[src/gpl_pkg.sv]
`default_nettype none

package gpl_pkg;

  // Fixed field widths of the block's ports.
  localparam int DATA_W = 64;
  localparam int CFG_W  = 7;
  localparam int IDX_W  = 6;
  localparam int TOT_W  = 7;

  // Defaults for the top-level parameters.
  localparam int MAX_GENES_DEF   = 64;
  localparam int MAX_MEMBERS_DEF = 64;

  // Register indexes of the configuration port.
  typedef logic [0:0] cfg_idx_t;
  localparam cfg_idx_t REG_PAIR_THRESHOLD = 1'b0;
  localparam cfg_idx_t REG_GENE_COUNT     = 1'b1;

  // Register reset values.
  localparam logic [CFG_W-1:0] THRESHOLD_RESET  = 7'd1;
  localparam logic [CFG_W-1:0] GENE_COUNT_RESET = 7'd64;

  // Sequencer states.
  typedef enum logic [2:0] {
    S_LOAD,
    S_CNT,
    S_CNT_DRAIN,
    S_LOCK,
    S_LOCK_DRAIN,
    S_OUT_RD,
    S_OUT_WAIT
  } state_t;

  // Data-stage control shared by both store units.
  typedef struct packed {
    logic cnt_clr;
    logic cnt_en;
    logic lock_en;
    logic first_pass;
    logic last_pass;
  } ctl_t;

endpackage

`default_nettype wire

[src/gpl_member_unit.sv]
`default_nettype none

module gpl_member_unit #(
  parameter int MAX_MEMBERS = 64,
  parameter int AW          = 6,
  parameter int CW          = 7,
  parameter int PW          = 6
) (
  input  wire logic                      clk,
  input  wire logic                      rst,
  input  wire logic                      wr_en,
  input  wire logic [AW-1:0]             wr_addr,
  input  wire logic [gpl_pkg::DATA_W-1:0] wr_data,
  input  wire logic                      rd_en,
  input  wire logic [AW-1:0]             rd_addr,
  input  wire gpl_pkg::ctl_t             ctl,
  input  wire logic [PW-1:0]             pos,
  output logic [CW-1:0]                  pair_count
);
  import gpl_pkg::*;

  logic [DATA_W-1:0] mem [MAX_MEMBERS];
  logic [DATA_W-1:0] member_q;
  logic [DATA_W-1:0] shifted;
  logic [1:0]        pair;
  logic [CW-1:0]     counters [4];

  // Chromosome memory: one word per member, registered read.
  always_ff @(posedge clk) begin
    if (wr_en) begin
      mem[wr_addr] <= wr_data;
    end
    if (rd_en) begin
      member_q <= mem[rd_addr];
    end
  end

  // Gene at the current position is the high bit of the pattern.
  always_comb begin
    shifted = member_q >> pos;
    pair    = {shifted[0], shifted[1]};
  end

  assign pair_count = counters[pair];

  // Pattern counters, cleared at the start of each counting pass.
  always_ff @(posedge clk) begin
    if (rst) begin
      for (int i = 0; i < 4; i++) begin
        counters[i] <= '0;
      end
    end else if (ctl.cnt_clr) begin
      for (int i = 0; i < 4; i++) begin
        counters[i] <= '0;
      end
    end else if (ctl.cnt_en) begin
      counters[pair] <= counters[pair] + 1'b1;
    end
  end

endmodule

`default_nettype wire

[config.mk]
export PLATFORM = sky130hd
export DESIGN_NAME = gpl_member_unit
export DESIGN_NICKNAME = d
export VERILOG_FILES = /design/src/gpl_pkg.sv /design/src/gpl_member_unit.sv
export SDC_FILE = /design/constraint.sdc
export NUM_CORES = 2
export LEC_CHECK = 0
export BUFFER_PORTS_ARGS = -buffer_cell sky130_fd_sc_hd__buf_2
export CAP_MARGIN = 5
export CORE_MARGIN = 4
export CORE_UTILIZATION = 40
export DETAILED_ROUTE_END_ITERATION = 10
export GPL_ROUTABILITY_DRIVEN = 0
export GPL_TIMING_DRIVEN = 0
export HOLD_SLACK_MARGIN = 0.15
export PLACE_DENSITY = 0.55
export SYNTH_ARGS = -nofsm -noshare
export SYNTH_HDL_FRONTEND = slang
export SYNTH_MEMORY_MAX_BITS = 65536
export SYNTH_SLANG_ARGS = --single-unit
[constraint.sdc]
create_clock -name clk -period 16 [get_ports clk]
set_input_delay 0.8 -clock clk [delete_from_list [all_inputs] [get_ports clk]]
set_output_delay 0.8 -clock clk [all_outputs]
set_load 0.01 [all_outputs]
# After elaboration in Yosys (flattened, before gate mapping)
# Memories as Yosys holds them, arrays and structs flattened. A register that Yosys moved wholly into a read port is not among the register bits.
# Cells that the tools add are included.
[totals]
regBits = 0
mem_bits_rw = 4124
input_bits = 91
out_inout_bits = 7
wordCells = 27
n_memories = 2
[memory_table]
columns = ["memory", "depth", "word_bits", "rd", "rd_clocked_by_memory_dff", "wr", "line", "rtl"]
rows = [
  ["mem", 64, 64, 1, 1, 1, "gpl_member_unit.sv:22", "logic [DATA_W-1:0] mem [MAX_MEMBERS];"],
  ["counters", 4, 7, 1, 0, 4, "gpl_member_unit.sv:26", "logic [CW-1:0] counters [4];"],
]
[op_classes]
add_sub_neg = 1
shifts = 1
n_mux = 18
bitwise_logic = 4
reduce_logical = 1
[op_table]
columns = ["op", "n"]
rows = [
  ["$shr A64 B6 Y2", 1],
  ["$mux W7", 5],
  ["$mux W1", 12],
  ["$add A7 B1 Y7 const B", 1],
  ["$reduce_or A7 Y1", 1],
  ["$or A1 B1 Y1", 4],
  ["$mux W2", 1],
]

# Depth between registers and ports, before layout
[depth]
ltp_word = 6
mapped_depth = 13
depth_no_buf = 9

# Worst setup path after synthesis
# Ideal clock, no wire load.
[synth_timing]
kind = "input to register"
from = "input port wr_addr[3]"
to = "memory mem[32][0] (enable)"
setup_ps = 565
arrival_time_ps = 5953
required_time_ps = 15435
slack_ps = 9483
stages = 4
n_path_buf = 1
path_cell_list = "clkbuf_1 nand2b_1 or3b_2 nor3_1"
[synth_rtl]
columns = ["element", "line", "rtl"]
rows = [
  ["from (decl)", "gpl_member_unit.sv:12", "input wire logic [AW-1:0] wr_addr,"],
  ["to (decl)", "gpl_member_unit.sv:22", ""],
]
# No word-level cell before the write port.

# Worst setup path in the final report
[layout_timing]
from = "input port pos[2]"
to = "output port pair_count[6]"
[layout_between]
elab_chain_cells = 2
[layout_rtl]
columns = ["element", "line", "rtl"]
rows = [
  ["from (decl)", "gpl_member_unit.sv:17", "input wire logic [PW-1:0] pos,"],
  ["$shr A64 B6 Y2", "gpl_member_unit.sv:40", "shifted = member_q >> pos;"],
  ["$mem_v2 Z4 W7", "--", ""],
  ["to (decl)", "gpl_member_unit.sv:18", "output logic [CW-1:0] pair_count"],
]
# Every way passes these cells.

==> flow_summary.yaml <==
run:
  max_cap_violations: 0
yosys:
  synth_top_area_share: 0.789
  ys_seq_area_frac: 0.789
  synth.avg_cell_area_um2: 26.1
  yosys.area.top_type: "edfxtp_1"
  syn-num-nets: 6200
  synth_seq_cells: 4188
  syn_inst: 6109
  synth_edf_count: 4188
  synthArstFlopShare: 0
  netlist_area_um2: 159000
  synth_most_common_cell: "edfxtp_1"
  synth_cell_types: 53
  netlist_top_cells_count: "4188 x edfxtp_1, 1354 x mux4_2, 231 x clkbuf_1, 88 x nor2_1, 76 x buf_1"
  synth_ff_type: "edfxtp_1"
  yosysWarnings: 0
  yosys-top-cells-area: "edfxtp_1 79%, mux4_2 19%, clkbuf_1 0.54%"
drt:
  vias: 73327
  drtIter0Drc: 8777
  wl_per_cell_um: 34.7
  wirelength_um: 435000
  ant_nets: 0
  drc_errors: 0
  drtPass1Iterations: 8
  vias_per_cell: 5.85
floorplan:
  rows: 231
  die-height_um: 639
  die_width_um: 639
  die_area_um2: 409000
  core_um2: 397000
  io_pins: 98
  start_util: 0.402
sta:
  rsz0062_at_grt: "no"
  timing.fmax_ghz: 0.177
  max_slew_margin: 0.0832
  finalCriticalPeriod_ps: 5650
  hold_violations: 0
  setup_viol: 0
  slew_viol_final: 0
  tightest_slew_ps: 1380
  whs_ps: 350
  skew_ps: 40.6
  period_share: 0.353
  tns_ps: 0
layout:
  layout-drive-gt1-share: 0.330
  fin_cells: 12529
  final.fill_count: 32063
  layout.nets: 6971
  seq_area_um2: 126000
  syn_to_final_growth_pct: 16.2
  multi_input_area_um2: 32800
grt:
  grt_max_degree: 65
  overflow: 0
  grt_pass1_wl_um: 603000
  grt_util_all_layers: 0.211
  grt_pass1_vias: 74608
  antenna_found_initial: 57
clock_network:
  cts.htree.levels: 5
  clk_path_buf_depth: 4
  clk_latency_ps: 990
  cts_buffers: 431
  clock-sinks: 4188
  post_cts_buffers: 0
  cts_tree: "yes"
  path_clk_slew_ps: 60
  ctsHoldBuffers: 0
  ctsResizeCount: 0
  cts_root_buffer: "clkbuf_16"
power_and_ir_drop:
  p_switching_w: 0.00492
  p_leak_nw: 56.6
  combPwrFrac: 0.053
  p_int_w: 0.0182
  p_per_area_nw_per_um2: 125
  switching_share: 0.213
  irDropWorstVdd_uv: 87.1
  clkPwrFrac: 0.418
  pwr-share-seq: 0.529
worst_setup_path:
  end_kind: "output pin"
  crit_required_ps: 15200
  worstPathArrival_ps: 4850
  critPathMaxFanout: 10
  worstSetupPathType: "in2out"
  startpoint_type: "primary input"
run_status:
  outcome: "complete, no violations"
placement:
  dp_cells: 11682
  dp_hpwl_um: 290000
  port-buffer-count: 83
worst_hold_path:
  hold_class: "in2reg"
-- layer usage --
metal | wire (µm) | part of all wire | vias to the layer above | GRT usage
li1 | - | - | 28682 | -
met1 | 172000 | 0.40 | 40916 | 0.289
met2 | 219000 | 0.50 | 3086 | 0.353
met3 | 33000 | 0.076 | 627 | 0.0363
met4 | 11200 | 0.026 | 16 | 0.0562
met5 | 95 | 0.00022 | - | 0
-- stage by stage --
step                worst slack [ps]  instance area (µm²)  total power, W   util
CTS                            10420               185000          0.0233  0.467
floorplan                       9480               159000          0.0131      -
finish                         10350               185000          0.0231  0.467
detailed placement             10350               172000          0.0137  0.433
global placement                2460               166000          0.0136  0.420
global route                   10300               185000          0.0238  0.467
-- state kept, by name, summed over array words and instances (netlist names) --
| signal | cells |
|---|---|
| mem | 4096 |
| member_q | 64 |
| counters | 28 |
-- path summary, 6_finish.rpt --
kind,start,endpoint,slack (ps),cells after the start
setup / recovery,pos[2],pair_count[6],10350,11
hold / removal,rd_en,member_q[55],350,1
setup reg to reg,member_q[16],counters[3][6],11710,10
hold reg to reg,counters[2][3],counters[0][3],1000,4
-- cells by family after synthesis --
| logic type | count (synthesis) | synth area share |
|---|---|---|
| flip-flops | 4188 | 0.789 |
| multiplexers | 1407 | 0.197 |
| buffers and inverters | 323 | 0.00819 |
| AND/OR/NAND/NOR | 161 | 0.00490 |
| AO/OA/AOI/OAI | 27 | 0.00124 |
| XOR/XNOR | 3 | 0.000165 |
-- final cells by class --
| class | count | share of cell area |
|---|---|---|
| diodes | 49 | 0.000662 |
| repair buffers | 338 | 0.0283 |
| multi-input cells | 1598 | 0.177 |
| inverters | 2 | 0.0000405 |
| well taps | 5242 | 0.0354 |
| plain buffers | 321 | 0.00728 |
| clock inverters | 250 | 0.0110 |
| flip-flops and latches | 4188 | 0.679 |
| clock buffers | 541 | 0.0616 |
-- cell usage in the layout (no fill, tap or decap), types with 4 or more instances in the layout --
master,count
edfxtp_1,4188
mux4_2,1354
clkbuf_16,441
clkbuf_1,303
buf_12,193
clkinv_1,124
buf_2,87
buf_1,71
clkinv_2,63
nor2_4,60
diode_2,49
buf_6,35
bufinv_16,30
mux2i_1,28
nor2_1,28
clkbuf_2,25
buf_8,19
mux4_1,18
nand2_1,18
buf_16,13
clkinvlp_4,12
a21oi_1,10
nand2b_1,9
inv_6,9
buf_4,8
nand3_1,7
nor2b_1,6
mux2_2,4
nand3b_1,4
clkbuf_4,4
nor3_2,4
clkinv_8,4
clkinv_4,4
-- worst max-delay path, cell delays in order --
cell and delay (ps):
buf_2 150, clkbuf_1 900, mux4_1 430, mux2i_1 900
nand2_1 390, and3_1 290, or2_4 290, buf_6 170
a211oi_1 220, a21oi_1 110, buf_2 160
-- power groups by stage --
stage / Combinational, W / Sequential (W) / Clock, W
2_1_floorplan: 0.000644 / 0.0124 / 0
3_3_place_gp: 0.00118 / 0.0124 / 0
3_5_place_dp: 0.00124 / 0.0124 / 0
4_1_cts: 0.00124 / 0.0122 / 0.00985
5_1_grt: 0.00129 / 0.0122 / 0.0103
6_report: 0.00122 / 0.0122 / 0.00966
No activity file was read; power rests on OpenSTA's default activity.
